### src/hw/rtl/cvs_pkg.sv
`timescale 1ns / 1ps
// ----------------------------------------------------------------------------
// cvs_pkg
// Types, sizes and codes shared by the cosine top-k vector search block.
// ----------------------------------------------------------------------------
package cvs_pkg;

  localparam int MAX_ENTRIES  = 64;
  localparam int MAX_DIM      = 64;
  localparam int ELEMENT_BITS = 16;

  localparam int ENT_W   = $clog2(MAX_ENTRIES);
  localparam int DIM_W   = $clog2(MAX_DIM);
  localparam int CNT_W   = $clog2(MAX_ENTRIES + 1);
  localparam int LEN_W   = $clog2(MAX_DIM + 1);
  localparam int ADDR_W  = ENT_W + DIM_W;
  localparam int ID_W    = 32;
  localparam int SCORE_W = 16;
  localparam int PROD_W  = 2 * ELEMENT_BITS;
  localparam int ACC_W   = PROD_W + DIM_W + 1;

  // Root unit: norms are normalized into a 62-bit value, root is 31 bits.
  localparam int ROOT_W    = 31;
  localparam int RX_W      = 2 * ROOT_W + 2;
  localparam int REM_W     = ROOT_W + 2;
  localparam int SH_W      = 6;
  localparam int SHIFT_MAX = RX_W - 4;
  localparam int DEN_W     = 2 * ROOT_W;
  localparam int FRAC_BITS = SCORE_W - 1;
  localparam int DCNT_W    = $clog2(ACC_W + FRAC_BITS + SHIFT_MAX + 1);

  localparam logic signed [SCORE_W-1:0] SCORE_MAX = {1'b0, {(SCORE_W-1){1'b1}}};
  localparam logic signed [SCORE_W-1:0] SCORE_MIN = {1'b1, {(SCORE_W-1){1'b0}}};

  typedef enum logic [1:0] {
    CMD_CLEAR = 2'd0,
    CMD_ADD   = 2'd1,
    CMD_QUERY = 2'd2,
    CMD_NONE  = 2'd3
  } cmd_e;

  typedef enum logic [1:0] {
    ST_MATCH   = 2'd0,
    ST_DONE    = 2'd1,
    ST_FULL    = 2'd2,
    ST_NOMATCH = 2'd3
  } status_e;

  typedef struct packed {
    logic [1:0]                     command;
    logic [ID_W-1:0]                entry_id;
    logic signed [ELEMENT_BITS-1:0] element;
    logic                           last_element;
  } in_item_t;

  typedef struct packed {
    logic [ID_W-1:0]           result_id;
    logic signed [SCORE_W-1:0] score;
    logic [1:0]                status;
    logic [CNT_W-1:0]          entry_count;
    logic                      last_result;
  } out_item_t;

  typedef enum logic [4:0] {
    OP_NONE,
    OP_ENT_START,
    OP_LEN_RD,
    OP_ENT_NEXT,
    OP_MAC_START,
    OP_MAC_RUN,
    OP_NORM_A,
    OP_NORM_B,
    OP_DEN,
    OP_DIV_START,
    OP_SCORE_WR,
    OP_SCORE_ZERO,
    OP_RANK_START,
    OP_SCAN_START,
    OP_SCAN,
    OP_ID_RD,
    OP_RANK_NEXT
  } dp_op_e;

  typedef enum logic [1:0] {
    EM_CLEAR,
    EM_ADD,
    EM_NOMATCH,
    EM_HIT
  } emit_e;

  typedef struct packed {
    logic   accept;
    dp_op_e op;
    logic   emit;
    emit_e  kind;
    logic   last;
  } dp_cmd_t;

  typedef struct packed {
    logic out_free;
    logic e_end;
    logic len_match;
    logic mac_done;
    logic zero_norm;
    logic rt_idle;
    logic dv_idle;
    logic scan_done;
    logic nmatch_zero;
    logic rank_end;
    logic last_rank;
  } dp_stat_t;

endpackage

### src/hw/rtl/cvs_ctrl.sv
`timescale 1ns / 1ps
// ----------------------------------------------------------------------------
// cvs_ctrl
// Sequencer for load, scoring and ranking; drives datapath commands.
// ----------------------------------------------------------------------------
module cvs_ctrl (
  input  logic              clk,
  input  logic              rst,
  input  logic              in_valid,
  input  logic [1:0]        in_command,
  input  logic              in_last,
  output logic              in_ready,
  input  cvs_pkg::dp_stat_t stat,
  output cvs_pkg::dp_cmd_t  cmd
);
  import cvs_pkg::*;

  typedef enum logic [3:0] {
    S_IDLE,
    S_ENT,
    S_LEN,
    S_MAC,
    S_NA,
    S_NB,
    S_DEN,
    S_DIV,
    S_RANK,
    S_SCAN,
    S_ID,
    S_NOMATCH
  } state_t;

  state_t state, state_next;
  logic   accept;

  assign in_ready = (state == S_IDLE) && stat.out_free;
  assign accept   = in_valid && in_ready;

  always_comb begin
    state_next = state;
    cmd        = '{accept: accept, op: OP_NONE, emit: 1'b0, kind: EM_CLEAR, last: 1'b1};
    unique case (state)
      S_IDLE: begin
        if (accept) begin
          if (in_command == CMD_CLEAR) begin
            cmd.emit = 1'b1;
            cmd.kind = EM_CLEAR;
          end else if (in_command == CMD_ADD && in_last) begin
            cmd.emit = 1'b1;
            cmd.kind = EM_ADD;
          end else if (in_command == CMD_QUERY && in_last) begin
            cmd.op     = OP_ENT_START;
            state_next = S_ENT;
          end
        end
      end
      S_ENT: begin
        if (stat.e_end) begin
          cmd.op     = OP_RANK_START;
          state_next = S_RANK;
        end else begin
          cmd.op     = OP_LEN_RD;
          state_next = S_LEN;
        end
      end
      S_LEN: begin
        if (stat.len_match) begin
          cmd.op     = OP_MAC_START;
          state_next = S_MAC;
        end else begin
          cmd.op     = OP_ENT_NEXT;
          state_next = S_ENT;
        end
      end
      S_MAC: begin
        if (!stat.mac_done) begin
          cmd.op = OP_MAC_RUN;
        end else if (stat.zero_norm) begin
          cmd.op     = OP_SCORE_ZERO;
          state_next = S_ENT;
        end else begin
          cmd.op     = OP_NORM_A;
          state_next = S_NA;
        end
      end
      S_NA: begin
        if (stat.rt_idle) begin
          cmd.op     = OP_NORM_B;
          state_next = S_NB;
        end
      end
      S_NB: begin
        if (stat.rt_idle) begin
          cmd.op     = OP_DEN;
          state_next = S_DEN;
        end
      end
      S_DEN: begin
        cmd.op     = OP_DIV_START;
        state_next = S_DIV;
      end
      S_DIV: begin
        if (stat.dv_idle) begin
          cmd.op     = OP_SCORE_WR;
          state_next = S_ENT;
        end
      end
      S_RANK: begin
        if (stat.nmatch_zero) begin
          state_next = S_NOMATCH;
        end else if (stat.rank_end) begin
          state_next = S_IDLE;
        end else begin
          cmd.op     = OP_SCAN_START;
          state_next = S_SCAN;
        end
      end
      S_SCAN: begin
        if (stat.scan_done) begin
          cmd.op     = OP_ID_RD;
          state_next = S_ID;
        end else begin
          cmd.op = OP_SCAN;
        end
      end
      S_ID: begin
        if (stat.out_free) begin
          cmd.emit   = 1'b1;
          cmd.kind   = EM_HIT;
          cmd.last   = stat.last_rank;
          cmd.op     = OP_RANK_NEXT;
          state_next = S_RANK;
        end
      end
      S_NOMATCH: begin
        if (stat.out_free) begin
          cmd.emit   = 1'b1;
          cmd.kind   = EM_NOMATCH;
          state_next = S_IDLE;
        end
      end
      default: state_next = S_IDLE;
    endcase
  end

  always_ff @(posedge clk) begin
    if (rst) begin
      state <= S_IDLE;
    end else begin
      state <= state_next;
    end
  end

endmodule

### config.mk
export PLATFORM = sky130hd
export DESIGN_NAME = cvs_ctrl
export DESIGN_NICKNAME = d
export VERILOG_FILES = /design/src/hw/rtl/cvs_pkg.sv /design/src/hw/rtl/cvs_ctrl.sv
export SDC_FILE = /design/constraint.sdc
export NUM_CORES = 1
export LEC_CHECK = 0
export ABC_AREA = 1
export BUFFER_PORTS_ARGS = -buffer_cell sky130_fd_sc_hd__buf_4
export CAP_MARGIN = 10
export CORE_MARGIN = 2
export CORE_UTILIZATION = 51
export CTS_CLUSTER_DIAMETER = 150
export DETAILED_ROUTE_END_ITERATION = 6
export GPL_ROUTABILITY_DRIVEN = 1
export GPL_TIMING_DRIVEN = 1
export PLACE_DENSITY = 0.83
export SLEW_MARGIN = 25
export SYNTH_ARGS = -nofsm -noshare
export SYNTH_HDL_FRONTEND = slang
export SYNTH_SLANG_ARGS = --single-unit
### constraint.sdc
create_clock -name clk -period 2.4 [get_ports clk]
set_clock_uncertainty 0.05 [all_clocks]
set_input_delay 0.12 -clock clk [delete_from_list [all_inputs] [get_ports clk]]
set_output_delay 0.12 -clock clk [all_outputs]
set_load 0.01 [all_outputs]
# Word level (Yosys, flattened, before mapping)
# Index checks and enable logic that the tools add are counted.
# totals
inputBits	17
latch_bits	0
rom_bits	0
ff_bits	4
mem_bits_rw	0
word_cells	70
n_memories	0
# op_classes
muxes	38
n_bitwise	0
mul	0
n_eq_ne	24
magnitude_cmp	0
reduce_logical	7
div	0
addsub	0
n_shift	0
# op_table
op	n
$mux 4	21
$pmux 5 s11	1
$pmux 4 s12	1
$ne 2x2->1 const B	10
$mux 3	6
$eq 4x3->1 const B	4
$eq 4x4->1 const B	4
$reduce_and 11->1	1
$mux 9	1
$pmux 3 s3	1
$eq 4x2->1 const B	2
$mux 8	1
$mux 1	5
$eq 4x1->1 const B	1
$logic_and 1x1->1	4
$logic_not 4->1	1
$eq 2x1->1 const B	1
$eq 2x2->1 const B	1
$logic_not 2->1	1
$mux 2	1
$ne 2x1->1 const B	1

# Logic depth before layout (Yosys ltp)
# Gate-level depths: netlist (run 1).
# logic_depth
word_depth	7
mapped_depth	10
ltp_nobuf	10

# Worst setup path before layout (run 1)
# No wires, ideal clock.
# synth_timing
path_kind	register to register
startpoint	reg state[0]
endpoint	reg state[2]
required_time_ps	2237
arrival_ps	1174
slack_ps	1063
period_less_slack_ps	1337
setup_time_ps	113
stages_incl_launch_ff	9
path_buffers	0
cell_sequence	dfxtp_1 nor2_2 nand2_2 nor2_4 nand3_4 nand2_4 nand3_2 nor2_1 nor2_1
# synth_between
elab_chain_len	5
word_cells_on_any_way	27
cone_classes	eq/ne (22); mux (1); reduce/logical (4)
# synth_rtl
element	line_no	rtl
start: declaration	cvs_ctrl.sv:33	state_t state, state_next;
start signal: assignment	cvs_ctrl.sv:150	state <= state_next;
$logic_not 4->1	cvs_ctrl.sv:36	assign in_ready = (state == S_IDLE) && stat.out_free;
$logic_and 1x1->1	cvs_ctrl.sv:36	
net in_ready	cvs_ctrl.sv:12	output logic in_ready,
$logic_and 1x1->1	cvs_ctrl.sv:37	assign accept = in_valid && in_ready;
$ne 2x2->1 (no source line)	-	
$reduce_and 11->1 (no source line)	-	
# The timed path passes the listed nets, and every way through them passes these cells.
# A chain may end at the register's enable or synchronous reset.

==> results of run 1 <==
## routing by layer
metal	routed length (um)	part of all wire, %
met1	811	41
met2	934	47
met3	166	8.4
met4	61	3.1
met5	0	0
## cell families after synthesis
family | count (synthesis) | share of synthesized area, %
simple gates | 98 | 66.32
buf+inv | 29 | 15.79
compound gates | 7 | 6.667
flops | 4 | 11.23
## cells in the mapped netlist
cell,instances,area (um2)
o221ai_1,1,8.760
inv_1,22,82.58
nand4_1,4,25.02
buf_4,1,7.510
o211ai_1,1,7.510
o21ai_0,2,10.01
nor2_2,3,18.77
nor2_4,3,33.78
nand3_1,16,80.08
o2111ai_1,1,8.760
nand2_2,3,18.77
nor2_1,27,101.4
nand2_1,36,135.1
inv_2,6,22.52
nand2_4,1,11.26
nand3_4,1,17.52
o31ai_1,1,7.510
dfxtp_1,4,80.08
a21oi_1,1,5.000
nor3_1,1,5.000
or2_2,1,6.260
nand3_2,2,20.02
## path summary, 6_finish.rpt
path                                from       end  slack, ps  cells past startpoint
worst min-delay path                 rst  state[2]        110                      4
worst max register to register  state[0]  state[2]        930                      8
worst max-delay path            state[1]    cmd[0]        490                      7
worst min register to register  state[0]  state[0]        520                      2
## final cells by class
| class | count | area [um2] | share of cell area [%] |
|---|---|---|---|
| Multi-Input combinational cell | 105 | 520.5 | 54.81 |
| Inverter | 28 | 105.1 | 11.07 |
| Clock buffer | 3 | 22.52 | 2.372 |
| Timing Repair Buffer | 27 | 202.7 | 21.34 |
| Sequential cell | 4 | 80.08 | 8.432 |
| Tap cell | 15 | 18.77 | 1.976 |
## critical path, delay by kind of cell (launching register included)
kind / cells / cell delay, ps
buffers and inverters: 3 / 320
and+or+nand+nor: 4 / 740
DFF: 1 / 430
## power groups by stage
| stage | logic (mW) | registers (mW) | clock network [mW] |
|---|---|---|---|
| floorplan | 0.469 | 0.125 | 0 |
| global placement | 0.645 | 0.130 | 0 |
| detailed placement | 0.651 | 0.131 | 0 |
| CTS | 0.653 | 0.130 | 0.0830 |
| global route | 0.736 | 0.137 | 0.0861 |
| finish | 0.657 | 0.130 | 0.0797 |
## through the flow
step	instances	setup slack [ps]	hold slack (ps)
after floorplan	138	1063	249.0
after global placement	179	881.7	348.2
after detailed placement	179	768.6	353.1
after CTS	182	506.8	109.3
after global routing	182	336.1	141.2
final	182	492.2	112.8
==> out/metrics.csv, run 1 <==
stage;metric;value;unit
global_routing;GRT busiest layer;met2;
logic_synthesis;Synth cell types;22;
detailed_routing;detailed-route via count;939;
timing;fin crit period;1908;ps
global_routing;gr ovfl total;0;
critical_path;CP Cell Sequence;inv_1 -> nor2_1 -> inv_1 -> nor2_1 -> nand2_1 -> or2_2 -> buf_4;
clocking;clock sink count;4;
die;io pins;28;
cells_and_area;layout cell share with drive strength beyond 1;29.94;%
critical_path;Critical Path End Type;output pin;
cells_and_area;commonest non-fill, non-tap cell in the layout;nand2_1;
detailed_routing;DRC Markers;0;
clocking;# Post-CTS Setup Buffers;0;
critical_path;CP startpoint kind;flip-flop;
logic_synthesis;#FFs+latches synth;4;
min_path;HP Class;in2reg;
cells_and_area;Final Util;72.98;%
global_routing;vias in the first global route;759;
logic_synthesis;Post-Syn Nets;155;
global_routing;pin count of the biggest net entering global routing;8;
place;post-DP HPWL;1710;um
timing;pins over their slew limit;0;
detailed_routing;wire per inst;10.84;um
logic_synthesis;post-synthesis area per instance;5.168;um2
critical_path;worst-path maximum fanout;7;
detailed_routing;drt total wl;1973;um
power;Clock power frac;9.2;%
flow_run;Max-cap violations;0;
detailed_routing;Post-DRT Antenna Nets;0;
global_routing;Global Route met1 Usage;31.75;%
timing;RSZ-0062 raised after global routing;no;
global_routing;met3 Use GR;6.383;%
place;IO Port Bufs;27;
cells_and_area;max reg flops;4;
clocking;CTS resizes;0;
power;pwr dens;913.2;nW/um2
die;die extent in x;41.40;um
timing;Setup Viol. Count Final;0;
logic_synthesis;Syn Inst Count;138;
place;Post-DP Area;927.1;um2
global_routing;initial antenna violation count;0;
die;Initial Util;54.81;%
cells_and_area;biggest regs;state (4);
detailed_routing;DRT iter0 DRCs;42;
clocking;root buffer cell;clkbuf_4;
clocking;CTS Buf Count;3;
timing;Tightest Pin Transition;318.3;ps
clocking;Longest Clk Path Bufs;2;
critical_path;crit path DAT;1740;ps
cells_and_area;Fill cells;121;
timing;final hold violation count;0;
power;Flop pwr share;15.0;%
detailed_routing;vias per cell;5.159;
clocking;hold-fix buffer count after cts;0;
timing;Slew HR;78.60;%
power;sw frac;53.54;%
logic_synthesis;sequential share of the synthesized area;11.23;%
power;net load switching power;0.4643;mW
power;P_leak;0.6021;nW
critical_path;CP max-delay cell;dfxtp_1;
cells_and_area;register with the most flip-flops;state;
global_routing;met2 Track Usage GR;41.80;%
logic_synthesis;Netlist Area Pre-Place;713.2;um2
critical_path;slowest stage delay, CP;430;ps
critical_path;Setup CP Type;reg2out;
clocking;H-tree depth;1;
clocking;CTS tree;done;
place;routability cong.;0.9225;
timing;Final Cycle Share;79.49;%
cells_and_area;Total Nets Final;186;
power;Comb power frac;75.8;%
critical_path;CP Data Required Time;2230;ps
die;Die H;41.40;um
die;DIE AREA;1714;um2
timing;Peak Freq;0.5242;GHz
die;core area;1301;um2
status;outcome;finished clean;
clocking;Clk pin slew, worst setup/hold paths;40;ps
global_routing;global-route wire length before repair;3001;um
power;peak supply drop;0.6301;mV
cells_and_area;post-route cell area;949.7;um2
cells_and_area;ANT cells;0;
die;FP Rows;13;
clocking;clk_lat worst skew;230;ps
detailed_routing;First-pass DRT Iterations;4;
cells_and_area;most frequent cells in the layout;36 x nand2_1, 27 x nor2_1, 27 x buf_4;
power;internal power;0.4030;mW
power;Total Power;0.8673;mW
logic_synthesis;Syn. warnings;0;
global_routing;gr usage total;27.12;%
cells_and_area;area grow syn2layout;33.16;%
timing;setup TNS;0;ps
No activity file was read; power rests on OpenSTA's default activity.
==> inputs of run 2 (changes only) <==
--- a/config.mk
+++ b/config.mk
@@ -5,16 +5,16 @@
 export SDC_FILE = /design/constraint.sdc
 export NUM_CORES = 1
 export LEC_CHECK = 0
-export ABC_AREA = 1
+export ABC_AREA = 0
 export BUFFER_PORTS_ARGS = -buffer_cell sky130_fd_sc_hd__buf_4
 export CAP_MARGIN = 10
 export CORE_MARGIN = 2
-export CORE_UTILIZATION = 51
+export CORE_UTILIZATION = 46
 export CTS_CLUSTER_DIAMETER = 150
 export DETAILED_ROUTE_END_ITERATION = 6
 export GPL_ROUTABILITY_DRIVEN = 1
 export GPL_TIMING_DRIVEN = 1
-export PLACE_DENSITY = 0.83
+export PLACE_DENSITY = 0.78
 export SLEW_MARGIN = 25
 export SYNTH_ARGS = -nofsm -noshare
 export SYNTH_HDL_FRONTEND = slang
==> constraint.sdc (replaced) <==
create_clock -name clk -period 1.85 [get_ports clk]
set_clock_uncertainty 0.05 [all_clocks]
set_input_delay 0.0925 -clock clk [delete_from_list [all_inputs] [get_ports clk]]
set_output_delay 0.0925 -clock clk [all_outputs]
set_load 0.01 [all_outputs]
==> run 2 against run 1 <==
  * Die area grew 0.51%
  * Critical endpoint unchanged
  * Global-route usage shrank 4.0 points
  * Register-to-register slack lost 740 ps
  * Utilization shrank 1.5 points
==> out/metrics.csv, run 2 <==
stage;metric;value;unit;change
status;outcome;finished clean;;
critical_path;CP startpoint;state[1];;
timing;final hold violation count;0;;unchanged
place;pre-CTS setup slack;163.7;ps;-604.9 ps
power;peak supply drop;0.6795;mV;+7.8%
logic_synthesis;Syn. warnings;0;;unchanged
logic_synthesis;Syn Inst Count;103;;-25%
clocking;CTS Buf Count;3;;unchanged
flow_run;Max-cap violations;0;;unchanged
cells_and_area;ANT cells;0;;unchanged
logic_synthesis;Synth cell types;36;;+64%
cells_and_area;area grow syn2layout;43.71;%;
die;die extent in x;41.50;um;+0.25%
timing;Peak Freq;0.5637;GHz;
critical_path;CP Cell Sequence;nor2b_1 -> nand3_1 -> or3_1 -> buf_4;;
detailed_routing;DRT iter0 DRCs;30;;-29%
die;FP Rows;13;;unchanged
die;core area;1301;um2;unchanged
cells_and_area;Final Util;71.44;%;-1.5 points
power;Flop pwr share;19.7;%;+4.7 points
power;sw frac;41.75;%;-12 points
global_routing;initial antenna violation count;0;;unchanged
critical_path;reg2reg start;state[1];;
timing;pins over their slew limit;0;;unchanged
critical_path;slowest stage delay, CP;480;ps;+50 ps
logic_synthesis;sequential share of the synthesized area;12.38;%;+1.2 points
place;routability cong.;0.9138;;-0.94%
cells_and_area;post-route cell area;929.6;um2;-2.1%
logic_synthesis;top cell type's share of synthesized area;12.38;%;-6.6 points
place;post-DP HPWL;1595;um;-6.7%
clocking;Longest Clk Path Bufs;2;;unchanged
logic_synthesis;largest area contributor in the netlist;dfxtp_1;;
critical_path;Critical Path End Type;output pin;;
power;P_leak;0.4191;nW;-30%
logic_synthesis;Netlist Area Pre-Place;646.9;um2;-9.3%
logic_synthesis;post-synthesis area per instance;6.280;um2;+22%
timing;fin crit period;1774;ps;
global_routing;global-route wire length before repair;3160;um;+5.3%
detailed_routing;First-pass DRT Iterations;4;;unchanged
cells_and_area;max reg flops;4;;unchanged
clocking;# Post-CTS Setup Buffers;0;;unchanged
die;io pins;28;;unchanged
timing;setup TNS;0;ps;unchanged
critical_path;CP max-delay cell;dfxtp_1;;
critical_path;CP Data Required Time;1710;ps;-520 ps
place;Post-Place Cells;144;;-20%
global_routing;gr ovfl total;0;;unchanged
detailed_routing;detailed-route via count;833;;-11%
die;Initial Util;49.71;%;-5.1 points
clocking;CTS tree;done;;
power;Comb power frac;65.6;%;-10 points
critical_path;R2R setup slack;190;ps;-740 ps
detailed_routing;vias per cell;5.628;;+9.1%
clocking;H-tree depth;1;;unchanged
global_routing;pin count of the biggest net entering global routing;11;;+3
critical_path;worst-path maximum fanout;8;;+1
power;internal power;0.4017;mW;-0.30%
timing;Tightest Pin Transition;435.9;ps;+117.6 ps
critical_path;Setup CP Type;reg2out;;
cells_and_area;Total Nets Final;152;;-18%
timing;Slew HR;70.53;%;-8.1 points
min_path;Hold Path Stages;4;;unchanged
logic_synthesis;Synth area leaders;dfxtp_1 12%, nand2_1 8.1%, a21oi_1 6.2%;;
power;Total Power;0.6897;mW;-20%
global_routing;vias in the first global route;726;;-4.3%
logic_synthesis;#FFs+latches synth;4;;unchanged
logic_synthesis;Post-Syn Nets;120;;-23%
cells_and_area;biggest regs;state (4);;
clocking;clk_lat worst skew;230;ps;about the same
place;Post-DP Area;882.1;um2;-4.9%
critical_path;depth of the most critical reg-to-reg path;4;;-4
logic_synthesis;EDFF count, synth;0;;unchanged
detailed_routing;wire per inst;13.20;um;+22%
logic_synthesis;asr flop ratio synth;0;%;unchanged
global_routing;gr usage total;23.12;%;-4.0 points
detailed_routing;drt total wl;1954;um;-0.96%
cells_and_area;layout cell share with drive strength beyond 1;33.08;%;+3.1 points
critical_path;FF-to-FF End;state[3];;
cells_and_area;fin cells;148;;-19%
timing;Setup Viol. Count Final;0;;unchanged
logic_synthesis;top cells by count, synth;14 x nand2_1, 9 x nor2_1, 8 x a21oi_1;;
critical_path;CP startpoint kind;flip-flop;;
clocking;clock sink count;4;;unchanged
power;net load switching power;0.2879;mW;-38%
critical_path;crit path DAT;1630;ps;-110 ps
timing;RSZ-0062 raised after global routing;no;;
power;Clock power frac;14.7;%;+5.5 points
power;pwr dens;741.9;nW/um2;-19%
die;DIE AREA;1722;um2;+0.51%
place;IO Port Bufs;27;;unchanged
clocking;Clk pin slew, worst setup/hold paths;30;ps;about the same
min_path;HP Class;in2reg;;
cells_and_area;register with the most flip-flops;state;;
timing;final setup margin;76.13;ps;-416.1 ps
timing;WHS;211.6;ps;+98.76 ps
cells_and_area;most frequent cells in the layout;35 x buf_4, 14 x nand2_1, 9 x nor2_1;;
clocking;root buffer cell;clkbuf_4;;
timing;Final Cycle Share;95.89;%;
cells_and_area;Fill cells;125;;+3.3%
cells_and_area;commonest non-fill, non-tap cell in the layout;buf_4;;
logic_synthesis;prevailing post-synth register cell;dfxtp_1;;
critical_path;worst setup path endpoint;cmd[0];;
logic_synthesis;most frequent cell after synthesis;nand2_1;;
detailed_routing;Post-DRT Antenna Nets;0;;unchanged
die;Die H;41.50;um;+0.25%
detailed_routing;DRC Markers;0;;unchanged
## run 2: cell count changes after synthesis, moves of 4 or more
cell     delta
nand2_1    -22
nand3_1    -11
nor3_1      +5
a21oi_1     +7
inv_1      -18
nor2_1     -18
inv_2       -6
nor2b_1     +6
buf_2       +4
o21ai_0     +5
## run 2: per-layer routing
layer  part of all wire [%]  GRT usage, %  up-vias
li1                       -             -      436
met1                     49         30.97      375
met2                     46         36.56       20
met3                    3.4         2.609        2
met4                   0.97         10.97        0
met5                      0             0        -
## run 2: cell type report
class	count	area, um2	area share (%)
multi-input combinational	86	519.2	55.85
inverter	4	15.01	1.615
sequential	4	81.33	8.748
clock buffer	3	22.52	2.423
tap	15	18.77	2.019
timing repair buffer	36	272.8	29.34
## run 2: cells by family after synthesis
logic type / share of synthesized area [%]
compound gates: 28.63
buf+inv: 9.476
flops: 12.38
mux: 4.642
simple gates: 44.88
## run 2: worst min path at each step
| stage | startpoint | to |
|---|---|---|
| final | stat[6] | state[2] |
| after global routing | stat[6] | state[2] |
| after CTS | stat[1] | state[0] |
| after detailed placement | rst | state[0] |
| after global placement | rst | state[0] |
| after floorplan | rst | state[0] |
## run 2: critical path, delay by kind of cell (launching register included)
kind | cells | cell delay (ps)
and+or+nand+nor | 3 | 770
DFF | 1 | 480
buffers and inverters | 1 | 150
## run 2: timing repair
action | CTS | global route
endpoints found under the setup margin | 0 | 5
hold buffers | 1 | 0
resized for setup | 0 | 3
endpoints found under the hold margin | 1 | 0
## run 2: power groups by stage
| stage | Sequential (mW) | Combinational [mW] | Clock, mW |
|---|---|---|---|
| final | 0.136 | 0.453 | 0.102 |
| after global routing | 0.139 | 0.501 | 0.110 |
| after CTS | 0.132 | 0.444 | 0.107 |
| after detailed placement | 0.133 | 0.441 | 0 |
| after global placement | 0.134 | 0.436 | 0 |
| after floorplan | 0.108 | 0.302 | 0 |
==> inputs of run 3 (changes only) <==
--- a/config.mk
+++ b/config.mk
@@ -8,13 +8,13 @@
 export ABC_AREA = 0
 export BUFFER_PORTS_ARGS = -buffer_cell sky130_fd_sc_hd__buf_4
 export CAP_MARGIN = 10
-export CORE_MARGIN = 2
-export CORE_UTILIZATION = 46
+export CORE_MARGIN = 1.5
+export CORE_UTILIZATION = 41
 export CTS_CLUSTER_DIAMETER = 150
 export DETAILED_ROUTE_END_ITERATION = 6
 export GPL_ROUTABILITY_DRIVEN = 1
 export GPL_TIMING_DRIVEN = 1
-export PLACE_DENSITY = 0.78
+export PLACE_DENSITY = 0.73
 export SLEW_MARGIN = 25
 export SYNTH_ARGS = -nofsm -noshare
 export SYNTH_HDL_FRONTEND = slang
==> constraint.sdc (replaced) <==
create_clock -name clk -period 1.55 [get_ports clk]
set_clock_uncertainty 0.05 [all_clocks]
set_input_delay 0.0775 -clock clk [delete_from_list [all_inputs] [get_ports clk]]
set_output_delay 0.0775 -clock clk [all_outputs]
set_load 0.01 [all_outputs]
==> run 3 against run 2 <==
  * Critical endpoint is now cmd[3]
  * Non-clock buffer count grew 21
  * Critical path depth up 3
  * First-iteration DRC count grew 80%
  * Clock power up 22%
  * Register-to-register slack worse by 300 ps
  * Worst setup slack worse by 270 ps
  * The run now ends with setup timing left
==> out/metrics.csv, run 3 (synthesized netlist as in run 2, its figures left out) <==
stage;metric;value;unit;change
critical_path;CP Cell Sequence;buf_6 -> nor4_4 -> and3_1 -> nor2b_4 -> nand2_1 -> nand2_1 -> buf_4;;
timing;Setup Viol. Count Final;9;;+9
place;routability cong.;0.9058;;-0.88%
cells_and_area;commonest non-fill, non-tap cell in the layout;buf_4;;
timing;Peak Freq;0.5724;GHz;
clocking;root buffer cell;clkbuf_4;;
cells_and_area;area grow syn2layout;98.45;%;
die;Initial Util;43.45;%;-6.3 points
cells_and_area;register with the most flip-flops;state;;
critical_path;CP max-delay cell;dfxtp_4;;
min_path;HP Class;in2reg;;
critical_path;R2R setup slack;-110;ps;-300 ps
detailed_routing;Top Metal Used;met4;;
critical_path;CP startpoint kind;flip-flop;;
global_routing;vias in the first global route;983;;+35%
detailed_routing;First-pass DRT Iterations;4;;unchanged
detailed_routing;wire per inst;16.91;um;+28%
timing;Slew HR;76.31;%;+5.8 points
critical_path;worst-path maximum fanout;7;;-1
critical_path;depth of the most critical reg-to-reg path;6;;+2
detailed_routing;DRT iter0 DRCs;54;;+80%
power;P_leak;0.5725;nW;+37%
global_routing;gr ovfl total;0;;unchanged
die;FP Rows;14;;+1
timing;fin crit period;1747;ps;
detailed_routing;Post-DRT Antenna Nets;0;;unchanged
cells_and_area;biggest regs;state (4);;
clocking;Clk pin slew, worst setup/hold paths;40;ps;about the same
critical_path;slowest stage delay, CP;350;ps;-130 ps
detailed_routing;M1 wire length;1167;um;+21%
clocking;H-tree depth;1;;unchanged
die;io pins;28;;unchanged
global_routing;gr usage total;29.74;%;+6.6 points
die;die extent in x;42.72;um;+2.9%
clocking;CTS Buf Count;3;;unchanged
min_path;Hold Path Stages;4;;unchanged
critical_path;Setup CP Type;reg2out;;
detailed_routing;vias per cell;6.059;;+7.6%
place;Post-Place Cells;157;;+9.0%
clocking;CTS tree;done;;
detailed_routing;Met3 Wirelength;177;um;+160%
die;core area;1489;um2;+14%
timing;final setup margin;-197.0;ps;-273.2 ps
timing;final hold violation count;0;;unchanged
cells_and_area;Total Nets Final;173;;+14%
critical_path;crit path DAT;1620;ps;about the same
status;outcome;finished, violations left;;
timing;pins over their slew limit;0;;unchanged
place;post-DP HPWL;1657;um;+3.9%
detailed_routing;DRC Markers;0;;unchanged
clocking;clock sink count;4;;unchanged
cells_and_area;fin cells;170;;+15%
global_routing;initial antenna violation count;0;;unchanged
power;peak supply drop;0.7831;mV;+15%
critical_path;CP Data Required Time;1420;ps;-290 ps
clocking;clk_lat worst skew;230;ps;about the same
critical_path;Critical Path End Type;output pin;;
clocking;Longest Clk Path Bufs;2;;unchanged
timing;Final Cycle Share;112.7;%;
detailed_routing;wire length on met2;1510;um;+68%
die;DIE AREA;1825;um2;+6.0%
global_routing;pin count of the biggest net entering global routing;11;;unchanged
power;pwr dens;861.5;nW/um2;+16%
detailed_routing;detailed-route via count;1030;;+24%
cells_and_area;ANT cells;0;;unchanged
global_routing;global-route wire length before repair;4284;um;+36%
status;failing checks;setup timing;;
place;IO Port Bufs;27;;unchanged
timing;Tightest Pin Transition;354.4;ps;-81.54 ps
detailed_routing;drt total wl;2874;um;+47%
timing;RSZ-0062 raised after global routing;yes;;
cells_and_area;most frequent cells in the layout;42 x buf_4, 12 x nand2_1, 11 x buf_6;;
critical_path;Top cell by count, worst path;nand2_1;;
cells_and_area;max reg flops;4;;unchanged
die;Die H;42.72;um;+2.9%
flow_run;Max-cap violations;0;;unchanged
cells_and_area;layout cell share with drive strength beyond 1;57.79;%;+25 points
timing;setup TNS;-890.8;ps;-890.8 ps
==> run 3: worst paths after layout <==
| kind | end | start |
|---|---|---|
| setup reg to reg | state[1] | state[2] |
| hold reg to reg | state[1] | state[3] |
| setup / recovery | cmd[3] | state[3] |
| hold / removal | state[3] | rst |
==> run 3: metal layers <==
layer  track usage (%)  up-vias
met3                 0        4
met2             53.33       44
met4             9.375        0
li1                  -      475
met1             38.44      507
met5                 0        -
==> run 3: per-stage QoR <==
stage	util, %	total power [mW]	hold WS [ps]	instance area [um2]	setup slack (ps)
after global routing	86.22	1.174	200.7	1284	-262.7
after global placement	65.38	0.7385	225.7	973.4	-112.1
after detailed placement	65.38	0.7487	229.9	973.4	-131.6
after CTS	77.98	1.003	168.8	1161	-143.5
final	86.22	1.106	188.5	1284	-197.0
after floorplan	-	0.4901	96.57	646.9	39.15
==> run 3: layout make-up <==
cell class | count | area (um2)
inverter | 4 | 15.01
sequential | 4 | 92.59
fill | 77 | 205.2
clock buffer | 3 | 22.52
multi-input combinational | 86 | 639.4
tap | 16 | 20.02
timing repair buffer | 57 | 494.2
==> run 3: worst max-delay path, delay by kind of cell (launching register included) <==
family                 cells  cell delay [ps]
buffers and inverters      2              250
flip-flops                 1              350
AND/OR/NAND/NOR            5              790
==> run 3: repair_timing <==
action                     4_1_cts  5_1_grt
pin swaps                        8       10
setup endpoints to repair       13       13
hold buffers                     2        0
resized for setup               28       26
hold endpoints to repair         3        0
setup buffers                    5        3
==> run 3: power by group <==
group,switching [mW],internal (mW)
Combinational,0.381,0.438
Sequential,0.0409,0.123
Clock,0.0374,0.0862
